===== src/cdta_pkg.sv =====
// Package for the calendar date-time adder: field widths, word packing and the
// calendar helpers. It depends on nothing else.
package cdta_pkg;

    localparam int unsigned IN_DATA_W = 88;
    localparam int unsigned OUT_DATA_W = 40;
    localparam int unsigned WALK_STAGES = 12;

    typedef struct packed {
        logic [7:0] add_secs;
        logic [7:0] add_minutes;
        logic [7:0] add_hours;
        logic [7:0] add_days;
        logic [7:0] add_months;
        logic [7:0] add_years;
        logic [5:0] start_sec;
        logic [5:0] start_minute;
        logic [4:0] start_hour;
        logic [4:0] start_day;
        logic [3:0] start_month;
        logic [7:0] start_year;
    } t_in_word;

    typedef struct packed {
        logic [5:0] result_sec;
        logic [5:0] result_minute;
        logic [4:0] result_hour;
        logic [4:0] result_day;
        logic [3:0] result_month;
        logic [7:0] result_year;
    } t_out_word;

    // Working state carried down the walk pipeline.
    typedef struct packed {
        logic [7:0] year;
        logic [3:0] month;
        logic [8:0] day;
        logic [4:0] hour;
        logic [5:0] minute;
        logic [5:0] sec;
        logic [7:0] add_years;
        logic [7:0] add_months;
    } t_work;

    // Within 2000..2255 the century rule only excludes 2100 and 2200.
    function automatic logic leap_year(input logic [7:0] year_off);
        leap_year = (year_off[1:0] == 2'd0) && (year_off != 8'd100) &&
                    (year_off != 8'd200);
    endfunction

    function automatic logic [4:0] month_length(input logic [3:0] month,
                                                input logic [7:0] year_off);
        case (month)
            4'd4, 4'd6, 4'd9, 4'd11: month_length = 5'd30;
            4'd2: month_length = leap_year(year_off) ? 5'd29 : 5'd28;
            default: month_length = 5'd31;
        endcase
    endfunction

endpackage


===== src/cdta_walk_stage.sv =====
// One month step of the day walk, registered, with its own valid bit.
// Depends on cdta_pkg.
module cdta_walk_stage (
    input  logic            i_clk,
    input  logic            i_rst_n,
    input  logic            i_en,
    input  logic            i_valid,
    input  cdta_pkg::t_work i_work,
    output logic            o_valid,
    output cdta_pkg::t_work o_work
);
    import cdta_pkg::*;

    logic [4:0] len;
    t_work      n_work;
    t_work      r_work;
    logic       r_valid;

    always_comb begin
        len = month_length(i_work.month, i_work.year);
        n_work = i_work;
        if (i_work.day > {4'd0, len}) begin
            n_work.day = i_work.day - {4'd0, len};
            if (i_work.month == 4'd12) begin
                n_work.month = 4'd1;
                n_work.year = i_work.year + 8'd1;
            end else begin
                n_work.month = i_work.month + 4'd1;
            end
        end
    end

    always_ff @(posedge i_clk) begin
        if (!i_rst_n) begin
            r_valid <= 1'b0;
        end else if (i_en) begin
            r_valid <= i_valid;
        end
        if (i_en) begin
            r_work <= n_work;
        end
    end

    assign o_valid = r_valid;
    assign o_work = r_work;
endmodule


===== src/calendar_date_time_adder.sv =====
// Top level of the calendar date-time adder: time carry, month walk and
// month/year carry stages. Depends on cdta_pkg and cdta_walk_stage.
//
// Channel  Dir  Contents
// s_axis   in   start date-time and amounts to add
// m_axis   out  resulting date-time
//
// A word passes through 15 register stages: two for the time carries, twelve
// month steps, and the output register, which also takes the month and year carry.
// A new word may enter every cycle. Reset is synchronous and empties the pipe.
// When the output is stalled the whole pipe holds; nothing is lost.
module calendar_date_time_adder #(
    parameter int unsigned WALK_DEPTH = cdta_pkg::WALK_STAGES
) (
    input  logic                              i_clk,
    input  logic                              i_rst_n,
    input  logic                              s_axis_tvalid,
    output logic                              s_axis_tready,
    // start_year, start_month, start_day, start_hour, start_minute,
    // start_sec, add_years, add_months, add_days, add_hours, add_minutes,
    // add_secs
    input  logic [cdta_pkg::IN_DATA_W-1:0]    s_axis_tdata,
    output logic                              m_axis_tvalid,
    input  logic                              m_axis_tready,
    // result_year, result_month, result_day, result_hour, result_minute,
    // result_sec
    output logic [cdta_pkg::OUT_DATA_W-1:0]   m_axis_tdata
);
    import cdta_pkg::*;

    logic       en;
    t_in_word   in_w;
    assign in_w = t_in_word'(s_axis_tdata[81:0]);
    assign en = !m_axis_tvalid || m_axis_tready;
    assign s_axis_tready = en;

    // Stage 1: normalise, seconds and minutes carry.
    logic       r_v1;
    logic [7:0] r1_year;
    logic [3:0] r1_month;
    logic [4:0] r1_day;
    logic [8:0] r1_hour;
    logic [5:0] r1_minute;
    logic [5:0] r1_sec;
    logic [7:0] r1_add_years, r1_add_months, r1_add_days;
    logic [3:0] n1_month;
    logic [7:0] n1_year;
    logic [8:0] s_sum;
    logic [8:0] m_sum;
    logic [1:0] s_q;
    logic [2:0] m_q;
    logic [8:0] s_rem, m_rem;

    always_comb begin
        n1_month = in_w.start_month;
        n1_year = in_w.start_year;
        if (n1_month == 4'd0) begin
            n1_month = 4'd1;
        end
        if (n1_month > 4'd12) begin
            n1_month = n1_month - 4'd12;
            n1_year = n1_year + 8'd1;
        end
        s_sum = {3'd0, in_w.start_sec} + {1'd0, in_w.add_secs};
        s_q = (s_sum >= 9'd240) ? 2'd0 : (s_sum >= 9'd180) ? 2'd3 :
              (s_sum >= 9'd120) ? 2'd2 : (s_sum >= 9'd60) ? 2'd1 : 2'd0;
        if (s_sum >= 9'd240) begin
            s_q = 2'd0;
        end
        s_rem = s_sum - 9'd60 * {7'd0, s_q};
        // s_sum < 319, so quotient up to 5 may arise; handled through m_sum.
        m_sum = {3'd0, in_w.start_minute} + {1'd0, in_w.add_minutes};
        if (s_sum >= 9'd300) begin
            m_sum = m_sum + 9'd5;
            s_rem = s_sum - 9'd300;
        end else if (s_sum >= 9'd240) begin
            m_sum = m_sum + 9'd4;
            s_rem = s_sum - 9'd240;
        end else begin
            m_sum = m_sum + {7'd0, s_q};
        end
        m_q = (m_sum >= 9'd300) ? 3'd5 : (m_sum >= 9'd240) ? 3'd4 :
              (m_sum >= 9'd180) ? 3'd3 : (m_sum >= 9'd120) ? 3'd2 :
              (m_sum >= 9'd60) ? 3'd1 : 3'd0;
        m_rem = m_sum - 9'd60 * {6'd0, m_q};
    end

    always_ff @(posedge i_clk) begin
        if (!i_rst_n) begin
            r_v1 <= 1'b0;
        end else if (en) begin
            r_v1 <= s_axis_tvalid;
        end
        if (en) begin
            r1_year <= n1_year;
            r1_month <= n1_month;
            r1_day <= (in_w.start_day == 5'd0) ? 5'd1 : in_w.start_day;
            r1_hour <= {4'd0, in_w.start_hour} + {1'd0, in_w.add_hours} + {6'd0, m_q};
            r1_minute <= m_rem[5:0];
            r1_sec <= s_rem[5:0];
            r1_add_years <= in_w.add_years;
            r1_add_months <= in_w.add_months;
            r1_add_days <= in_w.add_days;
        end
    end

    // Stage 2: hours carry into days.
    logic       r_v2;
    t_work      r2_work;
    logic [3:0] h_q;
    logic [8:0] h_rem;

    always_comb begin
        h_q = 4'd0;
        for (int k = 1; k < 13; k++) begin
            if (r1_hour >= 9'(24 * k)) begin
                h_q = 4'(k);
            end
        end
        h_rem = r1_hour - 9'd24 * {5'd0, h_q};
    end

    always_ff @(posedge i_clk) begin
        if (!i_rst_n) begin
            r_v2 <= 1'b0;
        end else if (en) begin
            r_v2 <= r_v1;
        end
        if (en) begin
            r2_work.year <= r1_year;
            r2_work.month <= r1_month;
            r2_work.day <= {4'd0, r1_day} + {1'd0, r1_add_days} + {5'd0, h_q};
            r2_work.hour <= h_rem[4:0];
            r2_work.minute <= r1_minute;
            r2_work.sec <= r1_sec;
            r2_work.add_years <= r1_add_years;
            r2_work.add_months <= r1_add_months;
        end
    end

    // Month walk.
    logic  v_chain [WALK_DEPTH+1];
    t_work w_chain [WALK_DEPTH+1];
    assign v_chain[0] = r_v2;
    assign w_chain[0] = r2_work;

    for (genvar g = 0; g < WALK_DEPTH; g++) begin : g_walk
        cdta_walk_stage u_step (
            .i_clk   (i_clk),
            .i_rst_n (i_rst_n),
            .i_en    (en),
            .i_valid (v_chain[g]),
            .i_work  (w_chain[g]),
            .o_valid (v_chain[g+1]),
            .o_work  (w_chain[g+1])
        );
    end

    // Final stage: months carry into years.
    t_work      wf;
    logic [8:0] mo_sum;
    logic [4:0] mo_q;
    logic [8:0] mo_rem;
    t_out_word  n_out;
    t_out_word  r_out;
    logic       r_out_valid;

    always_comb begin
        wf = w_chain[WALK_DEPTH];
        mo_sum = {5'd0, wf.month} - 9'd1 + {1'd0, wf.add_months};
        mo_q = 5'd0;
        for (int k = 1; k < 23; k++) begin
            if (mo_sum >= 9'(12 * k)) begin
                mo_q = 5'(k);
            end
        end
        mo_rem = mo_sum - 9'd12 * {4'd0, mo_q};
        n_out.result_year = wf.year + {3'd0, mo_q} + wf.add_years;
        n_out.result_month = mo_rem[3:0] + 4'd1;
        n_out.result_day = wf.day[4:0];
        n_out.result_hour = wf.hour;
        n_out.result_minute = wf.minute;
        n_out.result_sec = wf.sec;
    end

    always_ff @(posedge i_clk) begin
        if (!i_rst_n) begin
            r_out_valid <= 1'b0;
        end else if (en) begin
            r_out_valid <= v_chain[WALK_DEPTH];
        end
        if (en) begin
            r_out <= n_out;
        end
    end

    assign m_axis_tvalid = r_out_valid;
    assign m_axis_tdata = {6'd0, r_out};

    a_hold : assert property (@(posedge i_clk) disable iff (!i_rst_n)
        m_axis_tvalid && !m_axis_tready |=> m_axis_tvalid && $stable(m_axis_tdata))
        else $error("stalled word changed");
    a_month : assert property (@(posedge i_clk) disable iff (!i_rst_n)
        m_axis_tvalid |-> m_axis_tdata[11:8] >= 4'd1 && m_axis_tdata[11:8] <= 4'd12)
        else $error("month out of range");
    a_time : assert property (@(posedge i_clk) disable iff (!i_rst_n)
        m_axis_tvalid |-> m_axis_tdata[21:17] < 5'd24 && m_axis_tdata[27:22] < 6'd60 &&
        m_axis_tdata[33:28] < 6'd60)
        else $error("time field out of range");
    a_flow : assert property (@(posedge i_clk) disable iff (!i_rst_n)
        s_axis_tready == (!m_axis_tvalid || m_axis_tready))
        else $error("ready does not follow output");
endmodule


===== config.mk =====
export PLATFORM = sky130hd
export DESIGN_NAME = calendar_date_time_adder
export DESIGN_NICKNAME = d
export VERILOG_FILES = /design/src/cdta_pkg.sv /design/src/cdta_walk_stage.sv /design/src/calendar_date_time_adder.sv
export SDC_FILE = /design/constraint.sdc
export NUM_CORES = 1
export LEC_CHECK = 0
export BUFFER_PORTS_ARGS = -buffer_cell sky130_fd_sc_hd__buf_2
export CORE_UTILIZATION = 50
export DETAILED_ROUTE_END_ITERATION = 8
export PLACE_DENSITY = 0.67
export SLEW_MARGIN = 10
export SYNTH_ARGS = -nofsm -noshare
export SYNTH_HDL_FRONTEND = slang
export SYNTH_SLANG_ARGS = --single-unit
export TNS_END_PERCENT = 50

===== constraint.sdc =====
create_clock -name i_clk -period 30.7 [get_ports i_clk]
set_clock_uncertainty 0.2 [all_clocks]
set_input_delay 1.535 -clock i_clk [delete_from_list [all_inputs] [get_ports i_clk]]
set_output_delay 1.535 -clock i_clk [all_outputs]
set_load 0.005 [all_outputs]

==> results of run 1 <==
==> cells by family (layout without fill, tap and decap cells) <==
| logic type | Yosys count | count (layout) | synth area share |
|---|---|---|---|
| buffers and inverters | 216 | 454 | 0.02415 |
| other | 1 | 6 | 0.0001049 |
| AND/OR/NAND/NOR | 677 | 677 | 0.09335 |
| AO/OA/AOI/OAI | 409 | 409 | 0.07603 |
| flip-flops | 809 | 809 | 0.6754 |
| adder cells (fa/ha/maj) | 199 | 199 | 0.07676 |
| XOR/XNOR | 205 | 205 | 0.05086 |
| multiplexers | 11 | 11 | 0.003360 |
==> flip-flops by register name, summed over array words and instances, names as in the netlist <==
signal                 flops
g_walk.u_step.o_valid     12
r_v2                       1
g_walk.u_step.o_work     644
r1_day                     5
r1_minute                  6
m_axis_tdata              34
r1_month                   4
r2_work                   54
r1_add_days                8
r1_add_years               8
r_v1                       1
r1_year                    8
r1_sec                     6
m_axis_tvalid              1
r1_add_months              8
r1_hour                    9
==> cell usage after synthesis, drive strengths merged, types with 6 or more instances <==
cell type	n
nand3	60
a31oi	16
nand3b	13
nor3b	29
nor4	17
nor2b	12
nand2b	16
or2	6
a21boi	17
dfxtp	15
and2	10
o41ai	13
o211ai	10
o2111ai	6
xor2	47
a21o	32
xnor2	158
nand4	50
nand2	257
and4	8
edfxtp	794
buf	14
o21ai	122
inv	169
nor4bb	6
clkbuf	33
nor3	30
and3	32
ha	164
a21oi	104
mux2	8
o21a	7
nand4b	7
fa	34
o21bai	12
o22ai	8
nor2	115
a211oi	7
o311a	8
==> cell type report <==
cell class / instances / area [µm²]
clock buffer: 99 / 2157
tap: 940 / 1176
sequential: 809 / 24140
clock inverter: 55 / 685.7
multi-input combinational: 1507 / 10760
timing repair buffer: 131 / 693.2
inverter: 169 / 641.9
fill: 5519 / 30130
==> worst reg2reg max path, cell delays in order (launching register included) <==
cell and delay, ns:
edfxtp_1 0.39, inv_1 0.09, ha_1 0.18, nor3b_1 0.81, ha_1 0.48, nor2b_1 0.19
a221o_1 0.35, nor3b_2 0.62, nand2b_1 0.24, a21boi_0 0.10, o21ai_0 0.17, o221ai_1 0.15
nand2b_1 0.21, o21ai_0 0.15, fa_1 0.48, inv_1 0.07, ha_1 0.17, inv_1 0.06
fa_1 0.39, inv_1 0.08, a21o_1 0.10, a21oi_1 0.09, o21bai_1 0.13, a21oi_1 0.10
xnor2_1 0.28
==> power groups by stage <==
stage	Combinational (µW)	Clock, µW	Sequential [µW]
final	1210	1020	1900
after global routing	1380	1090	1940
after CTS	1210	1050	1900
after detailed placement	1200	0	1920
after floorplan	935	0	1860
after global placement	1140	0	1890
==> metrics by stage <==
stage | hold slack [ns] | cells | setup WS [ns]
CTS | 0.2057 | 3710 | 22.88
detailed placement | 0.2045 | 3556 | 22.22
global placement | 0.2003 | 3556 | 22.32
finish | 0.2067 | 3710 | 22.81
global route | 0.2096 | 3710 | 22.40
floorplan | 0.2003 | 2532 | 5.614
==> routing by layer <==
metal / share of wire / up-vias
met2: 0.52 / 403
met1: 0.41 / 9445
li1: - / 9708
met3: 0.039 / 92
met4: 0.024 / 0
met5: 0 / -
==> how the worst max path moves through the flow <==
| stage | endpoint |
|---|---|
| 5_1_grt | r1_hour[7] |
| 2_1_floorplan | s_axis_tready |
| 6_report | r1_hour[7] |
| 4_1_cts | r1_hour[7] |
| 3_3_place_gp | r1_hour[7] |
| 3_5_place_dp | r1_hour[7] |
==> reports/results.ini, run 1 <==
[sta]
setup_viol=0
slew_headroom=0.2774
rsz0062_at_grt=no
min_period_over_period=0.2570
slew_viol_final=0
worstMarginPinSlew_ns=1.084
max_freq_mhz=126.7
min_period_ns=7.890
hold_viol=0
fin_setup_tns_ns=0

[routing]
wl_per_cell_um=14.69
vias_per_cell=5.296
vias=19650
first_pass_iters=7
ant_nets=0
drt-initial-drc-count=1319
postRouteWirelength_um=54480
drcViolationCount=0

[clock_tree]
clkLatencyLatePin_ns=0.64
cts_setup_buffers=0
clk_path_buf_depth=3
hold_buffers=0
cts_root_buf=clkbuf_16
ctsResizeCount=0
ctsHtreeMaxLevel=3
cts.sinks=809
cts_buffers=82
cts_tree=built
clk_pin_slew_worst_paths_ns=0.06

[worst_hold_path]
hold_class=reg2reg
hold_depth=0
min_to=g_walk[2].u_step.o_work[29]
hp-start=g_walk[1].u_step.o_work[29]

[synth]
syn-cell-area_um2=35750
syn_inst=2527
synth.area.top_cells=edfxtp_1 67%, ha_1 5.7%, xnor2_1 3.8%
synth.top_cell.area_share=0.6670
synthFlopType=edfxtp_1
ys_async_sr_fraction=0
ys_seq_area_frac=0.6754
ys.warnings.count=0
synth.avg_cell_area_um2=14.15
yosys_register_bits=809
yosysUniqueCellTypes=89
synth_top_area_cell=edfxtp_1
synth_edf_count=794

[grt]
grt_use_total=0.1504
grt_overflow=0
use_met2=0.2740
antenna_found_initial=0
grt_pass1_wl_um=90980
grt_max_degree=164
grt.met1_usage=0.1761
grt_pass1_vias=19470
use_met3=0.02494
grt.busiest_layer=met2

[worst_setup_path]
slowest_stage=a221oi_1
rr_endpoint=m_axis_tdata[7]
regToRegStartpoint=g_walk[11].u_step.o_work[42]
path_delay_family=compound AO/OA/AOI/OAI gates
crit_path_max_incr_delay_ns=0.65
r2r_slack_ns=24.22
crit_fanout=6
worst_path_most_repeated_cell=inv_1
crit_buf_inv=7
r2r_cells=24
crit_path_end_kind=flop
critical_path.startpoint=s_axis_tdata[28]
start_kind=input port
cp.depth=33
critPathRequiredTime_ns=30.86
arrival_ns=8.05
worstSetupPathType=in2reg

[die]
core_area_um2=70390
start_util=0.5078
die_h_um=269.4
rows=97
ioPinCount=134
fp.dieW_um=269.4
dieArea_um2=72570

[layout]
syn_to_final_growth_pct=12.63
mostFrequentLayoutCells=794 x edfxtp_1, 255 x nand2_1, 167 x inv_1
final_area_um2=40260
final_core_util=0.5720
final_common_cell=edfxtp_1
n_antenna_cell=0
drive_above_1_share=0.1065
nets=2990

[placed_design]
gp_congestion=0.8524
io_buffers=121
hpwl_um=36950
placed_cell_area_um2=37410

[power]
leakagePower_uw=0.01571
powerDensity_nw_per_um2=102.4
ir_drop_mv=0.06908
p_total_uw=4123
comb_power_share=0.292
switchingPower_uw=1289
p_sw_frac=0.3127
p_seq_frac=0.461
pwr-share-clk=0.247
p_int_uw=2834

[run]
cap_viol_max_count=0

[run_status]
status=finished, final reports clean

(Power assumes the default switching activity.)
==> inputs of run 2 (changes only) <==
--- a/config.mk
+++ b/config.mk
@@ -5,6 +5,7 @@
 export SDC_FILE = /design/constraint.sdc
 export NUM_CORES = 1
 export LEC_CHECK = 0
+export ABC_AREA = 1
 export BUFFER_PORTS_ARGS = -buffer_cell sky130_fd_sc_hd__buf_2
 export CORE_UTILIZATION = 50
 export DETAILED_ROUTE_END_ITERATION = 8
==> constraint.sdc (replaced) <==
create_clock -name i_clk -period 8 [get_ports i_clk]
set_clock_uncertainty 0.2 [all_clocks]
set_input_delay 0.4 -clock i_clk [delete_from_list [all_inputs] [get_ports i_clk]]
set_output_delay 0.4 -clock i_clk [all_outputs]
set_load 0.005 [all_outputs]
==> run 2 against run 1 <==
Compared with the run above: flip-flop and latch count did not move; critical endpoint unchanged; synthesized cell count rose by 5.1%; sequential share of layout area fell by 0.12 points; combinational power rose to 3.7 times the previous value; first-iteration DRC count fell by 24%; synthesized area fell by 1.1%.
==> reports/results.ini, run 2 <==
[synth]
yosys_register_bits=809  ; unchanged
syn_inst=2656  ; was 2,527
ys_async_sr_fraction=0  ; unchanged
synth_most_common_cell=edfxtp_1  ; unchanged
syn-cell-area_um2=35360  ; was 35,750 µm²
synthTopCellsByCount=794 x edfxtp_1, 345 x inv_1, 344 x nand2_1, 177 x xor2_1, 173 x nor2_1  ; was 794 x edfxtp_1, 255 x nand2_1, 168 x inv_1, 164 x ha_1, 157 x xnor2_1
synth.top_cell.area_share=0.6743  ; was 0.6670
synth.avg_cell_area_um2=13.31  ; was 14.15 µm²
synth.area.top_cells=edfxtp_1 67%, ha_1 5.8%, xor2_1 4.4%  ; was edfxtp_1 67%, ha_1 5.7%, xnor2_1 3.8%
synthFlopType=edfxtp_1  ; unchanged
ys_seq_area_frac=0.6828  ; was 0.6754
ys.warnings.count=0  ; unchanged
synth_edf_count=794  ; unchanged
synth_top_area_cell=edfxtp_1  ; unchanged
yosysUniqueCellTypes=61  ; was 89

[sta]
worstMarginPinSlew_ns=1.083  ; was 1.084 ns
slew_headroom=0.2753  ; was 0.2774
worst_slack_ns=0.8898  ; was 22.81 ns
max_freq_mhz=140.6
setup_viol=0  ; unchanged
fin_setup_tns_ns=0  ; unchanged
min_period_ns=7.110
slew_viol_final=0  ; unchanged
rsz0062_at_grt=no  ; unchanged
hold_viol=0  ; unchanged
min_period_over_period=0.8888

[clock_tree]
cts_buffers=84  ; was 82
clk_pin_slew_worst_paths_ns=0.06  ; about the same
clkLatencyLatePin_ns=0.63  ; was 0.64 ns
hold_buffers=54  ; was 0
cts_root_buf=clkbuf_16  ; unchanged
cts_setup_buffers=0  ; unchanged
clk_path_buf_depth=3  ; unchanged
cts_tree=built  ; unchanged
cts.sinks=809  ; unchanged
ctsResizeCount=0  ; unchanged
ctsHtreeMaxLevel=3  ; unchanged

[routing]
ant_nets=0  ; unchanged
postRouteWirelength_um=52010  ; was 54,480 µm
drt-initial-drc-count=1000  ; was 1,319
first_pass_iters=8  ; was 7
drcViolationCount=0  ; unchanged
vias=19370  ; was 19,650
vias_per_cell=4.949  ; was 5.296
wl_per_cell_um=13.29  ; was 14.69 µm

[layout]
fillers=5462  ; was 5,519
ff_latch_area_um2=24140  ; unchanged
nets=3198  ; was 2,990
mostFrequentLayoutCells=794 x edfxtp_1, 344 x inv_1, 344 x nand2_1  ; was 794 x edfxtp_1, 255 x nand2_1, 167 x inv_1
final_area_um2=40340  ; was 40,260 µm²
multi_input_area_um2=9778  ; was 10,760 µm²
final_common_cell=edfxtp_1  ; unchanged
largest_register_ffs=644  ; unchanged
n_antenna_cell=0  ; unchanged
syn_to_final_growth_pct=14.08  ; was 12.63%
drive_above_1_share=0.1036  ; was 0.1065

[worst_setup_path]
arrival_ns=7.28  ; was 8.05 ns
slowest_stage=dlygate4sd3_1  ; was a221oi_1
worstSetupPathType=in2reg  ; unchanged
crit_fanout=6  ; unchanged
worst_path_most_repeated_cell=nand2_1  ; was inv_1
crit_path_end_kind=flop  ; unchanged
start_kind=input port  ; unchanged
critPathRequiredTime_ns=8.17  ; was 30.86 ns
crit_path_max_incr_delay_ns=0.54  ; was 0.65 ns

[placed_design]
gp_congestion=0.8277  ; was 0.8524
placed_cell_area_um2=37150  ; was 37,410 µm²
hpwl_um=35040  ; was 36,950 µm
io_buffers=121  ; unchanged
place_ws_ns=0.8296  ; was 22.22 ns

[run_status]
status=finished, final reports clean  ; unchanged

[die]
start_util=0.5049  ; was 0.5078
dieArea_um2=71790  ; was 72,570 µm²
fp.dieW_um=267.9  ; was 269.4 µm
rows=97  ; unchanged
core_area_um2=70030  ; was 70,390 µm²
ioPinCount=134  ; unchanged
die_h_um=267.9  ; was 269.4 µm

[grt]
grt_overflow=0  ; unchanged
grt_pass1_wl_um=87510  ; was 90,980 µm
grt_pass1_vias=19390  ; was 19,470
grt_max_degree=170  ; was 164
antenna_found_initial=0  ; unchanged
grt_use_total=0.1485  ; was 0.1504

[power]
ir_drop_mv=0.2257  ; was 0.06908 mV
leakagePower_uw=0.01680  ; was 0.01571 µW
powerDensity_nw_per_um2=383.6  ; was 102.4 nW/µm²

[worst_hold_path]
hold_class=in2reg  ; was reg2reg

[run]
cap_viol_max_count=0  ; unchanged

-- run 2: worst max-delay path, delay by kind of cell --
| kind | cells | cell delay (ns) |
|---|---|---|
| adder cells (fa/ha/maj) | 8 | 2.42 |
| buffers and inverters | 9 | 1.75 |
| AND/OR/NAND/NOR | 13 | 1.18 |
| AO/OA/AOI/OAI | 6 | 0.94 |
| XOR/XNOR | 3 | 0.57 |
-- run 2: area by class of cell --
class	count	area share
well taps	940	0.02916
inverters	357	0.03353
multi-input cells	1474	0.2424
clock buffers	101	0.05422
clock inverters	51	0.01157
flip-flops and latches	809	0.5985
repair buffers	182	0.03064
-- run 2: final timing paths --
path | startpoint | endpoint | slack (ns) | cells after the start
max reg2reg | g_walk[11].u_step.o_work[42] | m_axis_tdata[7] | 2.02 | 41
max | s_axis_tdata[74] | r1_hour[7] | 0.89 | 39
min | s_axis_tdata[63] | r1_hour[5] | 0.07 | 3
min reg2reg | g_walk[0].u_step.o_work[27] | g_walk[1].u_step.o_work[27] | 0.19 | 0
-- run 2: kinds of logic (layout without fill, tap and decap cells) --
group | after synthesis | count (layout) | synth area share
AOI/OAI and AO/OA | 301 | 301 | 0.04890
buffers and inverters | 378 | 691 | 0.04122
adders and majority gates | 198 | 198 | 0.07728
and+or+nand+nor | 753 | 753 | 0.09412
xor gates and xnor gates | 215 | 215 | 0.05527
muxes | 1 | 1 | 0.0003184
DFF | 809 | 809 | 0.6828
other | 1 | 6 | 0.0001061
-- run 2: report_power, final --
| group | internal [µW] | switching [µW] | total [µW] |
|---|---|---|---|
| clock network | 2180 | 1530 | 3710 |
| logic | 1820 | 2660 | 4470 |
| registers | 6580 | 715 | 7290 |
-- run 2: per-layer routing --
metal  vias to the layer above  GRT usage  part of all wire
met5                         -          0                 0
met4                         0    0.05853             0.027
met3                       103    0.02639             0.036
met2                       348     0.2771              0.53
met1                      9161     0.1671              0.41
li1                       9758          -                 -
-- run 2: per-stage QoR --
stage / utilization / hold slack (ns) / total power, µW / instances
global route: 0.5761 / 0.06914 / 16680 / 3914
detailed placement: 0.5304 / 0.2045 / 11850 / 3708
floorplan: - / 0.2003 / 10570 / 2661
global placement: 0.5304 / 0.2003 / 11600 / 3708
finish: 0.5761 / 0.07337 / 15470 / 3914
CTS: 0.5761 / 0.02184 / 15660 / 3914
